`src/hw/rtl/dbsd_pkg.sv`:
```
// Shared types, constants and table functions for the dual bridge stepper drive.
// No dependencies; used by the speed mapper and the drive core.
`default_nettype none

package dbsd_pkg;

	// clamped speed, -100..100
	typedef logic signed [7:0] speed_t;

	typedef struct packed {
		speed_t a;
		speed_t b;
	} speed_pair_t;

	localparam logic REQ_SPEED = 1'b0;
	localparam logic REQ_STEP  = 1'b1;

	localparam logic MODE_SIGN_MAG = 1'b0;
	localparam logic MODE_LAP      = 1'b1;

	localparam logic [1:0] STYLE_WAVE = 2'd0;
	localparam logic [1:0] STYLE_FULL = 2'd1;
	localparam logic [1:0] STYLE_HALF = 2'd2;

	localparam logic [3:0] PHASE_FIRST     = 4'd1;
	localparam logic [3:0] PHASE_LAST_QUAD = 4'd4;
	localparam logic [3:0] PHASE_LAST_HALF = 4'd8;

	localparam speed_t SPD_POS  = 8'sd100;
	localparam speed_t SPD_NEG  = -8'sd100;
	localparam speed_t SPD_ZERO = 8'sd0;

	function automatic speed_t clamp_speed(input logic signed [15:0] s);
		speed_t r;
		if (s > 16'sd100) begin
			r = SPD_POS;
		end else if (s < -16'sd100) begin
			r = SPD_NEG;
		end else begin
			r = s[7:0];
		end
		return r;
	endfunction

	// Speed pair of a phase; idx is phase - 1. Unused style gives zeros.
	function automatic speed_pair_t phase_speeds(input logic [1:0] style,
		input logic [2:0] idx);
		speed_pair_t r;
		r = '{a: SPD_ZERO, b: SPD_ZERO};
		unique case (style)
			STYLE_WAVE: begin
				unique case (idx[1:0])
					2'd0: r = '{a: SPD_POS,  b: SPD_ZERO};
					2'd1: r = '{a: SPD_ZERO, b: SPD_POS};
					2'd2: r = '{a: SPD_NEG,  b: SPD_ZERO};
					default: r = '{a: SPD_ZERO, b: SPD_NEG};
				endcase
			end
			STYLE_FULL: begin
				unique case (idx[1:0])
					2'd0: r = '{a: SPD_POS, b: SPD_POS};
					2'd1: r = '{a: SPD_NEG, b: SPD_POS};
					2'd2: r = '{a: SPD_NEG, b: SPD_NEG};
					default: r = '{a: SPD_POS, b: SPD_NEG};
				endcase
			end
			STYLE_HALF: begin
				unique case (idx)
					3'd0: r = '{a: SPD_POS,  b: SPD_ZERO};
					3'd1: r = '{a: SPD_POS,  b: SPD_POS};
					3'd2: r = '{a: SPD_ZERO, b: SPD_POS};
					3'd3: r = '{a: SPD_NEG,  b: SPD_POS};
					3'd4: r = '{a: SPD_NEG,  b: SPD_ZERO};
					3'd5: r = '{a: SPD_NEG,  b: SPD_NEG};
					3'd6: r = '{a: SPD_ZERO, b: SPD_NEG};
					default: r = '{a: SPD_POS, b: SPD_NEG};
				endcase
			end
			default: r = '{a: SPD_ZERO, b: SPD_ZERO};
		endcase
		return r;
	endfunction

endpackage

`default_nettype wire

```
`src/hw/rtl/dbsd_if.sv`:
```
// Valid/ready channel interfaces for command beats in and drive beats out.
// Standalone; payload widths follow the block's field list.
`default_nettype none

interface dbsd_in_if;
	logic               valid;
	logic               ready;
	logic               req_type;
	logic signed [15:0] speed_a;
	logic signed [15:0] speed_b;
	logic        [1:0]  step_style;
	logic               clockwise;

	modport source (output valid, output req_type, output speed_a, output speed_b,
		output step_style, output clockwise, input ready);
	modport sink (input valid, input req_type, input speed_a, input speed_b,
		input step_style, input clockwise, output ready);
endinterface

interface dbsd_out_if;
	logic       valid;
	logic       ready;
	logic [9:0] duty_a;
	logic       dir_a;
	logic [9:0] duty_b;
	logic       dir_b;

	modport source (output valid, output duty_a, output dir_a, output duty_b,
		output dir_b, input ready);
	modport sink (input valid, input duty_a, input dir_a, input duty_b,
		input dir_b, output ready);
endinterface

`default_nettype wire

```
`src/hw/rtl/dual_bridge_stepper_drive_core.sv`:
```
// Dual H-bridge drive: speed commands and stepper phase steps to duty/direction.
// Input beats pass through stage 1 and stage 2 to the output; one beat per cycle sustained while the sink is ready.
// Stage 1 registers the clamped or table speeds, stage 2 the mapped result;
// throughput is set by the phase register update at input accept.
// Reset (arst_n low, async): phase to 1, mode to signed magnitude, pipe empty.
// Depends on dbsd_pkg, dbsd_if (channel interfaces) and dbsd_speed_map.
`default_nettype none

module dual_bridge_stepper_drive_core (
	input  wire logic   clk,
	input  wire logic   arst_n,
	input  wire logic   cfg_we,
	input  wire logic   cfg_wdata,
	dbsd_in_if.sink     in_ch,
	dbsd_out_if.source  out_ch
);

	// config: drive_mode register
	logic drive_mode_q;

	always_ff @(posedge clk or negedge arst_n) begin
		if (!arst_n) begin
			drive_mode_q <= dbsd_pkg::MODE_SIGN_MAG;
		end else if (cfg_we) begin
			drive_mode_q <= cfg_wdata;
		end
	end

	// pipeline handshake: each stage loads when empty or when downstream drains
	logic valid_s1, valid_s2;
	logic en_s1, en_s2;
	logic in_acc;

	assign en_s2       = !valid_s2 || out_ch.ready;
	assign en_s1       = !valid_s1 || en_s2;
	assign in_ch.ready = en_s1;
	assign in_acc      = in_ch.valid && en_s1;

	// phase stepping, evaluated on the incoming beat
	logic [3:0]            step_phase_q;
	logic [3:0]            last_phase;
	logic                  style_ok;
	logic                  phase_ok;
	logic [3:0]            phase_m1;
	logic [3:0]            phase_nxt;
	dbsd_pkg::speed_pair_t tab_pair;
	logic                  step_emit;
	logic                  emit;
	dbsd_pkg::speed_t      sa_in, sb_in;

	always_comb begin
		last_phase = (in_ch.step_style == dbsd_pkg::STYLE_HALF) ?
			dbsd_pkg::PHASE_LAST_HALF : dbsd_pkg::PHASE_LAST_QUAD;
		style_ok   = (in_ch.step_style == dbsd_pkg::STYLE_WAVE) ||
			(in_ch.step_style == dbsd_pkg::STYLE_FULL) ||
			(in_ch.step_style == dbsd_pkg::STYLE_HALF);
		phase_ok   = style_ok && (step_phase_q >= dbsd_pkg::PHASE_FIRST) &&
			(step_phase_q <= last_phase);
		phase_m1   = step_phase_q - 4'd1;
		tab_pair   = dbsd_pkg::phase_speeds(in_ch.step_style, phase_m1[2:0]);

		if (in_ch.clockwise) begin
			phase_nxt = (step_phase_q == last_phase) ? dbsd_pkg::PHASE_FIRST
				: step_phase_q + 4'd1;
		end else begin
			phase_nxt = (step_phase_q == dbsd_pkg::PHASE_FIRST) ? last_phase
				: phase_m1;
		end

		step_emit = (in_ch.req_type == dbsd_pkg::REQ_STEP) && phase_ok;
		emit      = (in_ch.req_type == dbsd_pkg::REQ_SPEED) || phase_ok;

		if (in_ch.req_type == dbsd_pkg::REQ_SPEED) begin
			sa_in = dbsd_pkg::clamp_speed(in_ch.speed_a);
			sb_in = dbsd_pkg::clamp_speed(in_ch.speed_b);
		end else begin
			sa_in = tab_pair.a;
			sb_in = tab_pair.b;
		end
	end

	// phase only moves on an accepted step beat that lands inside the style's range
	always_ff @(posedge clk or negedge arst_n) begin
		if (!arst_n) begin
			step_phase_q <= dbsd_pkg::PHASE_FIRST;
		end else if (in_acc && step_emit) begin
			step_phase_q <= phase_nxt;
		end
	end

	// stage 1: clamped or table speed pair; beats with no result leave a bubble
	dbsd_pkg::speed_t sa_s1, sb_s1;

	always_ff @(posedge clk or negedge arst_n) begin
		if (!arst_n) begin
			valid_s1 <= 1'b0;
		end else if (en_s1) begin
			valid_s1 <= in_acc && emit;
		end
	end

	always_ff @(posedge clk) begin
		if (in_acc) begin
			sa_s1 <= sa_in;
			sb_s1 <= sb_in;
		end
	end

	// mapping to duty/direction for both channels
	logic [9:0] duty_a_m, duty_b_m;
	logic       dir_a_m, dir_b_m;

	dbsd_speed_map u_map_a (
		.drive_mode (drive_mode_q),
		.speed      (sa_s1),
		.duty       (duty_a_m),
		.dir        (dir_a_m)
	);

	dbsd_speed_map u_map_b (
		.drive_mode (drive_mode_q),
		.speed      (sb_s1),
		.duty       (duty_b_m),
		.dir        (dir_b_m)
	);

	// stage 2: output register, holds while the sink stalls
	logic [9:0] duty_a_s2, duty_b_s2;
	logic       dir_a_s2, dir_b_s2;

	always_ff @(posedge clk or negedge arst_n) begin
		if (!arst_n) begin
			valid_s2 <= 1'b0;
		end else if (en_s2) begin
			valid_s2 <= valid_s1;
		end
	end

	always_ff @(posedge clk) begin
		if (en_s2 && valid_s1) begin
			duty_a_s2 <= duty_a_m;
			dir_a_s2  <= dir_a_m;
			duty_b_s2 <= duty_b_m;
			dir_b_s2  <= dir_b_m;
		end
	end

	assign out_ch.valid  = valid_s2;
	assign out_ch.duty_a = duty_a_s2;
	assign out_ch.dir_a  = dir_a_s2;
	assign out_ch.duty_b = duty_b_s2;
	assign out_ch.dir_b  = dir_b_s2;

endmodule

`default_nettype wire

```
`src/hw/rtl/dbsd_speed_map.sv`:
```
// Maps one clamped speed to a 10-bit duty and a direction level.
// Depends on dbsd_pkg.
`default_nettype none

module dbsd_speed_map (
	input  wire logic             drive_mode,
	input  wire dbsd_pkg::speed_t speed,
	output logic [9:0]            duty,
	output logic                  dir
);

	logic [7:0]         neg;
	logic [9:0]         mag;
	logic [9:0]         duty_sm;
	logic signed [10:0] sx;
	logic signed [10:0] duty_lap;

	always_comb begin
		neg      = 8'(-speed);
		mag      = speed[7] ? {3'b000, neg[6:0]} : {3'b000, speed[6:0]};
		duty_sm  = (mag << 3) + (mag << 1);              // 10 * |s|
		sx       = {{3{speed[7]}}, speed};
		duty_lap = 11'sd511 - ((sx <<< 2) + sx);         // 511 - 5 * s
		unique case (drive_mode)
			dbsd_pkg::MODE_SIGN_MAG: begin
				duty = duty_sm;
				dir  = speed[7];
			end
			default: begin
				duty = duty_lap[9:0];
				dir  = 1'b1;
			end
		endcase
	end

endmodule

`default_nettype wire
```
`src/flat_wrapper.sv`:
```
// flat-port wrapper written by rule: the top's interface ports become plain ports
module dual_bridge_stepper_drive_core_flat 
  (clk, arst_n, cfg_we, cfg_wdata, in_ch_valid, in_ch_req_type, in_ch_speed_a, in_ch_speed_b, in_ch_step_style, in_ch_clockwise, in_ch_ready, out_ch_valid, out_ch_duty_a, out_ch_dir_a, out_ch_duty_b, out_ch_dir_b, out_ch_ready);
  dbsd_in_if in_ch_i ();
  dbsd_out_if out_ch_i ();
  input  wire logic clk;
  input  wire logic arst_n;
  input  wire logic cfg_we;
  input  wire logic cfg_wdata;
  input wire logic [$bits(in_ch_i.valid)-1:0] in_ch_valid;
  input wire logic [$bits(in_ch_i.req_type)-1:0] in_ch_req_type;
  input wire logic [$bits(in_ch_i.speed_a)-1:0] in_ch_speed_a;
  input wire logic [$bits(in_ch_i.speed_b)-1:0] in_ch_speed_b;
  input wire logic [$bits(in_ch_i.step_style)-1:0] in_ch_step_style;
  input wire logic [$bits(in_ch_i.clockwise)-1:0] in_ch_clockwise;
  output wire logic [$bits(in_ch_i.ready)-1:0] in_ch_ready;
  output wire logic [$bits(out_ch_i.valid)-1:0] out_ch_valid;
  output wire logic [$bits(out_ch_i.duty_a)-1:0] out_ch_duty_a;
  output wire logic [$bits(out_ch_i.dir_a)-1:0] out_ch_dir_a;
  output wire logic [$bits(out_ch_i.duty_b)-1:0] out_ch_duty_b;
  output wire logic [$bits(out_ch_i.dir_b)-1:0] out_ch_dir_b;
  input wire logic [$bits(out_ch_i.ready)-1:0] out_ch_ready;
  assign in_ch_i.valid = in_ch_valid;
  assign in_ch_i.req_type = in_ch_req_type;
  assign in_ch_i.speed_a = in_ch_speed_a;
  assign in_ch_i.speed_b = in_ch_speed_b;
  assign in_ch_i.step_style = in_ch_step_style;
  assign in_ch_i.clockwise = in_ch_clockwise;
  assign in_ch_ready = in_ch_i.ready;
  assign out_ch_valid = out_ch_i.valid;
  assign out_ch_duty_a = out_ch_i.duty_a;
  assign out_ch_dir_a = out_ch_i.dir_a;
  assign out_ch_duty_b = out_ch_i.duty_b;
  assign out_ch_dir_b = out_ch_i.dir_b;
  assign out_ch_i.ready = out_ch_ready;
  dual_bridge_stepper_drive_core u_core (.clk(clk), .arst_n(arst_n), .cfg_we(cfg_we), .cfg_wdata(cfg_wdata), .in_ch(in_ch_i), .out_ch(out_ch_i));
endmodule
```
`config.mk`:
```
export PLATFORM = sky130hd
export DESIGN_NAME = dual_bridge_stepper_drive_core_flat
export DESIGN_NICKNAME = d
export VERILOG_FILES = /design/src/hw/rtl/dbsd_pkg.sv /design/src/hw/rtl/dbsd_if.sv /design/src/hw/rtl/dual_bridge_stepper_drive_core.sv /design/src/hw/rtl/dbsd_speed_map.sv /design/src/flat_wrapper.sv
export SDC_FILE = /design/constraint.sdc
export NUM_CORES = 1
export LEC_CHECK = 0
export BUFFER_PORTS_ARGS = -buffer_cell sky130_fd_sc_hd__buf_2
export CAP_MARGIN = 20
export CORE_MARGIN = 4
export CORE_UTILIZATION = 33
export DETAILED_ROUTE_END_ITERATION = 10
export SLEW_MARGIN = 20
export SYNTH_ARGS = -nofsm -noshare
export SYNTH_HDL_FRONTEND = slang
export SYNTH_HIERARCHICAL = 1
export SYNTH_SLANG_ARGS = --single-unit
```
`constraint.sdc`:
```
create_clock -name clk -period 3.7 [get_ports clk]
set_input_delay 0.555 -clock clk [delete_from_list [all_inputs] [get_ports clk]]
set_output_delay 0.555 -clock clk [all_outputs]
set_load 0.02 [all_outputs]
```
==> reports/summary.txt, run 1 <==
=====================================================================================
CTS H-tree lvls                                                                     2
Pre-CTS WS                                                                  0.8468 ns
Final Routed Wirelength                                                       9334 um
GRT Residual Overflow                                                               0
Final-report max-slew violation count                                               0
Largest area contributor in the netlist                                  sky130_fd_sc_hd__edfxtp_1
Post-synth cell types                                                              63
Critical Setup Path Class                                                  reg -> reg
Count of buffers inserted at the top-level ports                                   65
CTS Sinks                                                                          45
Final Worst Setup Slack                                                     0.8074 ns
Worst slew margin relative to its limit                                        0.4454
Routed via count divided by cell count                                          5.381
Worst clock skew on the final layout                                      0.001998 ns
Signal arrival time at the worst endpoint                                     2.93 ns
Number of setup buffers added after CTS                                             0
Total area of sequential cells                                           0.001318 mm2
Post-synthesis instance area                                             0.003999 mm2
Row count                                                                          39
Die Ht                                                                       118.1 um
Insertion delay of the later-clocked pin in the worst-skew pair               0.28 ns
Initial drt markers                                                               267
Transition time at the pin with the least slew margin                       0.8319 ns
Number of buffers added to fix hold violations after cts                            0
CTS Buf Count                                                                       5
Cell mode on critical path                                               sky130_fd_sc_hd__ha_1
Power after layout                                                           2.991 mW
Synthesized-area fraction occupied by adder cells                              0.1633
Core box area                                                             0.01166 mm2
Share of synthesized flip-flops with an asynchronous set or reset              0.1556
Synthesized-area fraction occupied by xor and xnor cells                      0.04380
Total power per unit cell area                                           647.5 mW/mm2
Initial cell density of the core                                               0.3429
Total routing usage reported by global routing                                 0.1324
Fraction of the cycle the final worst path needs                               0.7818
CP Data Required Time                                                         3.74 ns
Area of the multi-input gates                                            0.002512 mm2
Worst hold path class                                                     in -> async
Post-Synthesis Cells                                                              426
Number of antenna cells inserted                                                    0
Multiplexer area fraction after synthesis                                     0.02409
Fill count                                                                      1,151
Number of hold violations in the final report                                       0
R2R cell count                                                                     11
First-pass iteration count of the detailed router                                   4
Total setup violations reported at the end of the flow                              0
Number of antenna violations at the first check in global routing                   0
Largest fanout of any net on the critical path                                      5
Max cap viols                                                                       0
Fraction of the mapped netlist area in compound gates                          0.2187
WL/cell                                                                      14.68 um
Maximum buffer depth of the clock tree                                              2
EDFF count, synth                                                                  38
Die width                                                                    118.1 um
Leakage power total                                                          1.966 nW
Vias in the first global route                                                  3,310
Startpoint Class                                                            flip-flop
Crit path capture type                                                      flip-flop
Synth top area cells                                                     sky130_fd_sc_hd__edfxtp_1 29%, sky130_fd_sc_hd__ha_1 15%, sky130_fd_sc_hd__a21oi_1 4.0%
Area of the die                                                           0.01394 mm2
Top FF cell, synth                                                       sky130_fd_sc_hd__edfxtp_1
Hpwl dp                                                                       7543 um
Post-synthesis share of cell area spent on and, or, nand and nor gates         0.1783
RePlAce Congestion                                                             0.8617
Total negative setup slack                                                       0 ns
Setup repair after global routing missed its margin                                no
DRC violations left                                                                 0
Vias after detailed routing                                                     3,422
Fmax                                                                       0.3457 GHz
Post-synth top area share                                                      0.2854
Clk slew on worst S/H paths                                                   0.06 ns
Cell breakdown of the critical path                                      inv_1, ha_1, or3b_4, o31ai_4, xnor2_1, ha_1, nand2_1, o21ai_0, o22a_1, nand3_1, and4b_1
Synthesized Nets                                                                  519
Total number of yosys warnings                                                      6
Sequential fraction of the synthesis area                                      0.3295
Number of nets still failing antenna checks after routing                           0
Share of final-layout standard cells stronger than drive strength 1            0.1968
Pin count of the biggest net entering global routing                               23
Layout overhead on the synthesized area                                        15.52%
Total I/O pin count                                                                66
Quantity of gates resized following cts                                             0
Clock tree root driver cell                                              sky130_fd_sc_hd__clkbuf_16
Main combinational cell family by area after synthesis                   compound AO/OA/AOI/OAI gates
Post-layout min period                                                       2.893 ns
CTS tree                                                                         done
Avg Inst Size Synth                                                         9.387 um2
Post-synthesis sequential element count                                            45
Final core utilization                                                         0.3961
Maximum single-stage delay on the critical path                               0.46 ns
Final net count                                                                   585
Worst-case vdd ir drop                                                       352.8 uV
Wire length of the first global-routing pass                                15,530 um
Crit-path slowest cell                                                   sky130_fd_sc_hd__edfxtp_1
Result of the run                                                           completed
Worst hold slack                                                            0.1161 ns
=====================================================================================
## final timing paths
check                                                           to                     startpoint  slack (ns)
worst max register to register   u_core/out_ch.duty_a[9]$_DFFE_PP_  u_core/sa_s1[1]$_SDFFCE_PP0P_        0.81
worst max-delay path             u_core/out_ch.duty_a[9]$_DFFE_PP_  u_core/sa_s1[1]$_SDFFCE_PP0P_        0.81
worst min-delay path               u_core/out_ch.valid$_DFFE_PN0P_                         arst_n        0.12
min in group clk                   u_core/out_ch.valid$_DFFE_PN0P_    u_core/valid_s1$_DFFE_PN0N_        0.49
max in group asynchronous       u_core/step_phase_q[0]$_DFFE_PN1P_                         arst_n        3.33
worst min register to register     u_core/out_ch.valid$_DFFE_PN0P_    u_core/valid_s1$_DFFE_PN0N_        0.49
## worst max-delay path, delay by kind of cell (launching register included)
family	cells	cell delay (ns)
and+or+nand+nor	4	0.71
adders and majority gates	2	0.55
AOI/OAI and AO/OA	3	0.61
xor gates and xnor gates	1	0.15
buffers and inverters	1	0.17
DFF	1	0.46
## logic make-up (layout without fill, tap and decap cells)
family | Yosys count | count (layout)
AOI/OAI and AO/OA | 129 | 129
xor gates and xnor gates | 20 | 20
adders and majority gates | 51 | 51
buffers and inverters | 39 | 106
DFF | 45 | 45
muxes | 9 | 9
and+or+nand+nor | 133 | 133
## report_power, final
part	internal [mW]	total, mW	leakage [nW]	switching, mW
sequential	0.753	0.886	0.443	0.133
clock	0.269	0.439	0.0712	0.170
combinational	0.703	1.67	1.45	0.963
total	1.72	2.99	1.97	1.27
## registers in the layout (all words and copies together) (netlist names)
name and cells:
u_core/sa_s1 8, u_core/valid_s1 1, u_core/out_ch.dir_b 1, u_core/step_phase_q 4, u_core/out_ch.duty_b 10, u_core/drive_mode_q 1
u_core/out_ch.duty_a 10, u_core/out_ch.dir_a 1, u_core/sb_s1 8, u_core/out_ch.valid 1
## per-layer routing
| layer | global-route usage | vias to the layer above | wire, um |
|---|---|---|---|
| met5 | 0 | - | 0 |
| met4 | 0.03370 | 0 | 107 |
| met3 | 0.02595 | 10 | 402 |
| met2 | 0.2129 | 82 | 4265 |
| met1 | 0.1821 | 1595 | 4559 |
| li1 | - | 1735 | - |
## Yosys cell counts, drive strengths merged (2+ instances only)
cell type / number
a211o: 5
a211oi: 9
a21boi: 3
a21o: 4
a21oi: 32
a2bb2oi: 2
a311oi: 2
a31o: 2
a31oi: 2
and2: 2
and4b: 2
buf: 8
clkinv: 2
dfrtp: 6
edfxtp: 38
fa: 2
ha: 49
inv: 29
mux2: 5
mux2i: 4
nand2: 35
nand2b: 14
nand3: 13
nand4: 8
nor2: 29
nor2b: 2
nor3: 10
nor4: 4
o2111ai: 2
o211ai: 5
o21a: 4
o21ai: 32
o21bai: 5
o22a: 2
o22ai: 3
o31ai: 9
or2: 4
or3: 2
or3b: 4
xnor2: 16
xor2: 4
## cell type report
| cell class | count | area share |
|---|---|---|
| clock buffers | 8 | 0.03169 |
| inverters | 31 | 0.02519 |
| multi-input cells | 342 | 0.5439 |
| flip-flops and latches | 45 | 0.2852 |
| well taps | 143 | 0.03873 |
| repair buffers | 67 | 0.07530 |
## cells in the final DEF (no fill, tap or decap), types with 6 or more instances in the layout
cell type | netlist | routed
sky130_fd_sc_hd__a21oi_1 | 32 | 32
sky130_fd_sc_hd__o31ai_1 | 7 | 7
sky130_fd_sc_hd__a211oi_1 | 9 | 9
sky130_fd_sc_hd__xnor2_1 | 16 | 16
sky130_fd_sc_hd__o21ai_0 | 28 | 28
sky130_fd_sc_hd__dfrtp_1 | 6 | 6
sky130_fd_sc_hd__nor3_1 | 6 | 6
sky130_fd_sc_hd__nand3_1 | 13 | 13
sky130_fd_sc_hd__nor2_1 | 29 | 29
sky130_fd_sc_hd__nand2b_1 | 14 | 14
sky130_fd_sc_hd__edfxtp_1 | 38 | 38
sky130_fd_sc_hd__nand4_1 | 7 | 7
sky130_fd_sc_hd__nand2_1 | 34 | 34
sky130_fd_sc_hd__ha_1 | 49 | 49
sky130_fd_sc_hd__buf_2 | 3 | 65
sky130_fd_sc_hd__inv_1 | 29 | 29
## metrics by stage
| step | instances | cell area [um2] |
|---|---|---|
| final | 636 | 4619 |
| after global routing | 636 | 4619 |
| after CTS | 635 | 4604 |
| after detailed placement | 627 | 4458 |
| after global placement | 627 | 4458 |
| after floorplan | 426 | 3999 |
Power figures use the tool's default switching activity.
==> inputs of run 2 (changes only) <==
==> constraint.sdc (replaced) <==
create_clock -name clk -period 2.3 [get_ports clk]
set_input_delay 0.345 -clock clk [delete_from_list [all_inputs] [get_ports clk]]
set_output_delay 0.345 -clock clk [all_outputs]
set_load 0.02 [all_outputs]
==> run 2 against run 1 <==
  * The flow now finishes with violations (setup timing)
  * Die area stayed put
  * Clock-buffer cell count stayed put
  * Flip-flop and latch count stayed put
  * Combinational power is 140% higher
  * Cell area is 22% higher
  * Via count is 8.5% higher
  * Critical path type unchanged
  * Largest cell class unchanged
  * Worst setup slack worse by 1.1 ns
  * Wire length is 16% higher
  * Non-clock buffer count is 79 higher
==> reports/summary.txt, run 2 (same netlist as run 1, synthesis figures left out) <==
==================================================================================
Result of the run                                                     finished with violations
Violations in the final reports                                       setup timing
Share of final-layout standard cells stronger than drive strength 1         0.4143   +0.2176
Wire length on met2                                                        5318 um   +25%
Final Routed Wirelength                                                  10,840 um   +16%
Fmax                                                                    0.3884 GHz   +12%
Crit path capture type                                                   flip-flop
End of the worst hold path                                            u_core/valid_s1$_DFFE_PN0N_
First-pass iteration count of the detailed router                                4   unchanged
Final Worst Setup Slack                                                 -0.2750 ns   -1.082 ns
Transition time at the pin with the least slew margin                    0.5397 ns   -0.2921 ns
Buf+Inv Stages, Crit Path                                                        1   unchanged
Layout overhead on the synthesized area                                     41.40%
Highest Signal Layer                                                          met4
Cell mode on critical path                                            sky130_fd_sc_hd__ha_1
RePlAce Congestion                                                          0.8790   +2.0%
Number of nets still failing antenna checks after routing                        0   unchanged
Clk slew on worst S/H paths                                                0.06 ns   about the same
Initial cell density of the core                                            0.3429   unchanged
Register-to-register setup slack                                          -0.27 ns   -1.08 ns
Count of buffers inserted at the top-level ports                                65   unchanged
Final-report max-slew violation count                                            0   unchanged
Number of antenna cells inserted                                                 0   unchanged
Detailed-routing wirelength on met1                                        4962 um   +8.8%
Cell depth of the worst hold path                                                3
Detail Route met3 WL                                                        384 um   -4.5%
Die Ht                                                                    118.1 um   unchanged
Proportion of power drawn by combinational gates                             0.657   +0.100
Total negative setup slack                                               -1.363 ns   -1.363 ns
Number of hold violations in the final report                                    0   unchanged
Vias in the first global route                                               3,744   +13%
Worst slew margin relative to its limit                                     0.6364   +0.1910
Hold path startpoint                                                   in_ch_valid
Core box area                                                          0.01166 mm2   unchanged
Worst flop-to-flop path startpoint                                    u_core/sa_s1[3]$_DFFE_PP_
Total routing usage reported by global routing                              0.1484   +0.01599
Commonest cells after routing, fill and taps aside                    78 x sky130_fd_sc_hd__buf_4, 65 x sky130_fd_sc_hd__buf_2, 38 x sky130_fd_sc_hd__edfxtp_1, 35 x sky130_fd_sc_hd__ha_1, 30 x sky130_fd_sc_hd__nand2_1
Clk network pwr share                                                        0.118   -0.029
Initial drt markers                                                            189   -29%
Insertion delay of the later-clocked pin in the worst-skew pair            0.29 ns   about the same
Post-layout min period                                                    2.575 ns   -0.3176 ns
Largest fanout of any net on the critical path                                   5   unchanged
Leakage power total                                                       2.426 nW   +23%
Final net count                                                                664   +14%
Worst hold path class                                                    in -> reg
Critical Setup Path Class                                               reg -> reg
Worst-case vdd ir drop                                                    486.1 uV   +38%
Die width                                                                 118.1 um   unchanged
Row count                                                                       39   unchanged
Vias after detailed routing                                                  3,714   +8.5%
Setup repair after global routing missed its margin                            yes
Internal power                                                            3.570 mW   +110%
WL/cell                                                                   15.16 um   +3.3%
Number of non-filler instances in the completed layout                         715   +12%
Crit-path slowest cell                                                sky130_fd_sc_hd__edfxtp_1
CTS tree                                                                      done
Total setup violations reported at the end of the flow                           6   +6
Leading cell type in the layout, fill and taps excluded               sky130_fd_sc_hd__buf_4
Routed via count divided by cell count                                       5.194   -3.5%
R2R cell count                                                                   8   -3
GRT Residual Overflow                                                            0   unchanged
Switching share of power                                                    0.4113   -0.01212
Maximum buffer depth of the clock tree                                           2   unchanged
Hpwl dp                                                                    8010 um   +6.2%
Wire length of the first global-routing pass                             17,260 um   +11%
Signal arrival time at the worst endpoint                                  2.61 ns   -0.32 ns
Instance count after placement with tap cells included                         695   +11%
Number of antenna violations at the first check in global routing                0   unchanged
Startpoint Class                                                         flip-flop
Maximum single-stage delay on the critical path                            0.46 ns   about the same
Pin count of the biggest net entering global routing                            23   unchanged
Area of the die                                                        0.01394 mm2   unchanged
Kind of cell with the highest combined delay on the critical path      adder cells
Worst clock skew on the final layout                                   0.007156 ns   +0.005157 ns
Sequential group share of total power                                        0.225   -0.071
CTS Sinks                                                                       45   unchanged
Capturing point of the worst reg2reg path                             u_core/out_ch.duty_a[8]$_DFFE_PP_
CP Data Required Time                                                      2.34 ns   -1.40 ns
Switch Pwr                                                                2.494 mW   +97%
CTS H-tree lvls                                                                  2   unchanged
Total power per unit cell area                                         1072 mW/mm2   +66%
Cell breakdown of the critical path                                   inv_1, ha_1, ha_1, a21oi_1, o211ai_1, o31ai_2, xnor2_1, mux2_2
Fraction of the cycle the final worst path needs                             1.120   +0.3378
Total I/O pin count                                                             66   unchanged
DRC violations left                                                              0   unchanged
Clock tree root driver cell                                           sky130_fd_sc_hd__clkbuf_16
Max cap viols                                                                    0   unchanged
CTS Buf Count                                                                    5   unchanged
==================================================================================
-- run 2: worst max path at each step --
stage / cells past startpoint / slack, ns / start / end
CTS: 11 / -0.24 / u_core/sa_s1[0]$_SDFFCE_PP0P_ / u_core/out_ch.duty_a[9]$_DFFE_PP_
global placement: 8 / -0.25 / u_core/sb_s1[2]$_DFFE_PP_ / u_core/out_ch.duty_b[7]$_DFFE_PP_
floorplan: 11 / -0.27 / u_core/sa_s1[0]$_SDFFCE_PP0P_ / u_core/out_ch.duty_a[9]$_DFFE_PP_
finish: 8 / -0.27 / u_core/sa_s1[3]$_DFFE_PP_ / u_core/out_ch.duty_a[8]$_DFFE_PP_
global route: 11 / -0.38 / u_core/sa_s1[1]$_SDFFCE_PP0P_ / u_core/out_ch.duty_a[9]$_DFFE_PP_
detailed placement: 11 / -0.33 / u_core/sb_s1[0]$_SDFFCE_PP0P_ / u_core/out_ch.duty_b[9]$_DFFE_PP_
-- run 2: worst register-to-register path, cell delays in order (launching register included) --
cell and delay [ns]:
sky130_fd_sc_hd__edfxtp_1 0.46, sky130_fd_sc_hd__inv_1 0.12, sky130_fd_sc_hd__ha_1 0.31, sky130_fd_sc_hd__ha_1 0.36, sky130_fd_sc_hd__a21oi_1 0.17, sky130_fd_sc_hd__o211ai_1 0.19, sky130_fd_sc_hd__o31ai_2 0.31, sky130_fd_sc_hd__xnor2_1 0.13
sky130_fd_sc_hd__mux2_2 0.27
-- run 2: metal layers --
metal	track usage	vias up
met2	0.2508	84
met3	0.02499	16
met5	0	-
li1	-	1882
met1	0.1926	1732
met4	0.04762	0
-- run 2: power groups by stage --
stage	Sequential (mW)	Combinational [mW]	Clock (mW)
2_1_floorplan	1.53	1.95	0
6_report	1.36	3.99	0.716
3_5_place_dp	1.37	3.18	0
4_1_cts	1.36	3.58	0.738
5_1_grt	1.39	4.34	0.775
3_3_place_gp	1.37	3.10	0
-- run 2: metrics by stage --
stage	worst slack [ns]	instance area (um2)	utilization	hold WS, ns	power, mW
2_1_floorplan	-0.2710	4014	-	0.04941	3.480
3_3_place_gp	-0.2482	4984	0.4273	0.2048	4.471
3_5_place_dp	-0.3315	4984	0.4273	0.2070	4.554
4_1_cts	-0.2383	5404	0.4634	0.3227	5.675
5_1_grt	-0.3829	5654	0.4848	0.3347	6.504
6_report	-0.2750	5654	0.4848	0.3316	6.064
-- run 2: area by class of cell --
cell class,count,area (um2)
sequential,45,1318
fill,1012,6008
timing repair buffer,146,943.4
clock buffer,8,146.4
inverter,31,116.4
tap,143,178.9
multi-input combinational,342,2952
-- run 2: repair_timing --
item                                    in CTS  in global routing
setup buffers                               10                  3
gates resized for setup                     41                 38
hold buffers                                 1                  0
endpoints found under the hold margin        6                  0
endpoints found under the setup margin       7                 11
pin swaps                                   12                 24
==> inputs of run 3 (changes only) <==
--- a/config.mk
+++ b/config.mk
@@ -10,6 +10,8 @@
 export CORE_MARGIN = 4
 export CORE_UTILIZATION = 33
 export DETAILED_ROUTE_END_ITERATION = 10
+export RECOVER_POWER = 100
+export SETUP_SLACK_MARGIN = 0.02
 export SLEW_MARGIN = 20
 export SYNTH_ARGS = -nofsm -noshare
 export SYNTH_HDL_FRONTEND = slang
==> run 3 against run 2 <==
  * Die area stayed put
  * Maximum frequency is 1.1% lower
  * The flow still finishes with violations (setup timing)
  * Via count is 0.11% higher
  * Cell count stayed put
==> reports/summary.txt, run 3 (same netlist as run 1, synthesis figures left out) <==
==================================================================================
Result of the run                                                     finished with violations
Violations in the final reports                                       setup timing
Commonest cells after routing, fill and taps aside                    77 x sky130_fd_sc_hd__buf_4, 41 x sky130_fd_sc_hd__buf_2, 38 x sky130_fd_sc_hd__edfxtp_1, 35 x sky130_fd_sc_hd__ha_1, 30 x sky130_fd_sc_hd__nand2_1
Worst hold slack                                                         0.3300 ns   -0.001525 ns
Pin count of the biggest net entering global routing                            23   unchanged
Die width                                                                 118.1 um   unchanged
Fill count                                                                   1,026   +1.4%
Transition time at the pin with the least slew margin                    0.5416 ns   +0.001894 ns
Number of antenna violations at the first check in global routing                0   unchanged
CP Data Required Time                                                      2.34 ns   about the same
Signal arrival time at the worst endpoint                                  2.64 ns   +0.03 ns
Area of the die                                                        0.01394 mm2   unchanged
Kind of cell with the highest combined delay on the critical path     compound AO/OA/AOI/OAI gates
Max cap viols                                                                    0   unchanged
Hpwl dp                                                                    8010 um   unchanged
Worst-case vdd ir drop                                                    485.6 uV   -0.11%
Count of buffers inserted at the top-level ports                                65   unchanged
Setup repair after global routing missed its margin                            yes
Total negative setup slack                                               -1.408 ns   -0.04512 ns
Total power per unit cell area                                         1076 mW/mm2   +0.32%
GRT Residual Overflow                                                            0   unchanged
Worst slew margin relative to its limit                                     0.6351   -0.001277
Power after layout                                                        6.067 mW   about the same
Number of nets still failing antenna checks after routing                        0   unchanged
Total routing usage reported by global routing                              0.1484   unchanged
Final Cell Area                                                       0.005639 mm2   -0.27%
Routed via count divided by cell count                                       5.200   +0.11%
Total I/O pin count                                                             66   unchanged
First-pass iteration count of the detailed router                                4   unchanged
Clock tree root driver cell                                           sky130_fd_sc_hd__clkbuf_16
Final-report max-slew violation count                                            0   unchanged
WL/cell                                                                   15.31 um   +1.0%
CTS tree                                                                      done
Maximum single-stage delay on the critical path                            0.46 ns   about the same
Fmax                                                                    0.3840 GHz   -1.1%
Critical Setup Path Class                                               reg -> reg
Crit path capture type                                                   flip-flop
Initial cell density of the core                                            0.3429   unchanged
Fraction of the cycle the final worst path needs                             1.132   +0.01281
Largest fanout of any net on the critical path                                   5   unchanged
Vias in the first global route                                               3,744   unchanged
Insertion delay of the later-clocked pin in the worst-skew pair            0.29 ns   about the same
CTS H-tree lvls                                                                  2   unchanged
Final Worst Setup Slack                                                 -0.3044 ns   -0.02947 ns
RePlAce Congestion                                                          0.8790   unchanged
Leading cell type in the layout, fill and taps excluded               sky130_fd_sc_hd__buf_4
Core box area                                                          0.01166 mm2   unchanged
Final net count                                                                664   unchanged
Vias after detailed routing                                                  3,718   +0.11%
Post-layout min period                                                    2.604 ns   +0.02947 ns
Final core utilization                                                      0.4835   -0.001287
Layout overhead on the synthesized area                                     41.02%
Total setup violations reported at the end of the flow                           7   +1
Number of antenna cells inserted                                                 0   unchanged
Initial drt markers                                                            161   -15%
Wire length of the first global-routing pass                             17,260 um   unchanged
Cell mode on critical path                                            sky130_fd_sc_hd__ha_1
Crit-path slowest cell                                                sky130_fd_sc_hd__edfxtp_1
Leakage power total                                                       2.360 nW   -2.7%
Worst clock skew on the final layout                                   0.006662 ns   -0.0004932 ns
Worst hold path class                                                    in -> reg
Final Routed Wirelength                                                  10,950 um   +1.0%
CTS Sinks                                                                       45   unchanged
Total cell area at the placement stage                                0.004984 mm2   unchanged
Number of hold violations in the final report                                    0   unchanged
Die Ht                                                                    118.1 um   unchanged
Startpoint Class                                                         flip-flop
Share of final-layout standard cells stronger than drive strength 1         0.3706   -0.04371
Clk slew on worst S/H paths                                                0.06 ns   about the same
Buf+Inv Stages, Crit Path                                                        1   unchanged
Maximum buffer depth of the clock tree                                           2   unchanged
Row count                                                                       39   unchanged
Cell breakdown of the critical path                                   inv_1, ha_1, ha_1, a21oi_1, o211ai_1, o31ai_2, xnor2_1, mux2_2
CTS Buf Count                                                                    5   unchanged
DRC violations left                                                              0   unchanged
==================================================================================
[run 3: cell count changes in the layout (fill, tap and decap cells not counted), sizes merged]
cell | previous run | this run
clkbuf | 8 | 33
buf | 145 | 120
[run 3: through the flow]
stage          setup WS, ns  instances
6_report            -0.3044        715
5_1_grt             -0.3886        715
4_1_cts             -0.2383        714
3_5_place_dp        -0.3315        695
3_3_place_gp        -0.2482        695
2_1_floorplan       -0.2710        426
[run 3: repair_timing]
| action | 4_1_cts | 5_1_grt |
|---|---|---|
| endpoints found under the setup margin | 8 | 11 |
| hold buffers | 1 | 0 |
| setup buffers | 10 | 3 |
| gates resized for setup | 41 | 40 |
| pin swaps | 12 | 24 |
| hold endpoints to repair | 6 | 0 |
[run 3: metal layers]
| metal | vias to the layer above | global-route usage | wire, um |
|---|---|---|---|
| li1 | 1884 | - | - |
| met1 | 1741 | 0.1926 | 5032 |
| met2 | 77 | 0.2508 | 5326 |
| met3 | 16 | 0.02499 | 389 |
| met4 | 0 | 0.04762 | 199 |
| met5 | - | 0 | 0 |
[run 3: final cells by class]
cell class                 count  area [um2]  area share
multi-input combinational    342        2970      0.5267
sequential                    45        1318      0.2336
timing repair buffer         146       909.6      0.1613
tap                          143       178.9     0.03173
clock buffer                   8       146.4     0.02596
inverter                      31       116.4     0.02063
[run 3: worst paths after layout]
| path | cells past startpoint | startpoint | to | slack, ns |
|---|---|---|---|---|
| max | 8 | u_core/sa_s1[3]$_DFFE_PP_ | u_core/out_ch.duty_a[8]$_DFFE_PP_ | -0.30 |
| min in group asynchronous | 2 | arst_n | u_core/drive_mode_q$_DFFE_PN0P_ | 0.52 |
| min | 3 | in_ch_valid | u_core/valid_s1$_DFFE_PN0N_ | 0.33 |
| min reg2reg | 1 | u_core/valid_s1$_DFFE_PN0N_ | u_core/out_ch.valid$_DFFE_PN0P_ | 0.50 |
| max in group asynchronous | 2 | arst_n | u_core/step_phase_q[0]$_DFFE_PN1P_ | 1.43 |
| max reg2reg | 8 | u_core/sa_s1[3]$_DFFE_PP_ | u_core/out_ch.duty_a[8]$_DFFE_PP_ | -0.30 |
[run 3: where the power goes]
group | internal [mW] | total (mW) | switching [mW]
Combinational | 1.91 | 3.98 | 2.07
Clock | 0.433 | 0.721 | 0.287
Sequential | 1.21 | 1.37 | 0.156
[run 3: worst reg2reg max path, stage by stage, from the launching register on]
cell and delay, ns:
sky130_fd_sc_hd__edfxtp_1 0.46, sky130_fd_sc_hd__inv_1 0.13, sky130_fd_sc_hd__ha_1 0.31, sky130_fd_sc_hd__ha_1 0.36, sky130_fd_sc_hd__a21oi_1 0.18, sky130_fd_sc_hd__o211ai_1 0.21
sky130_fd_sc_hd__o31ai_2 0.32, sky130_fd_sc_hd__xnor2_1 0.12, sky130_fd_sc_hd__mux2_2 0.26
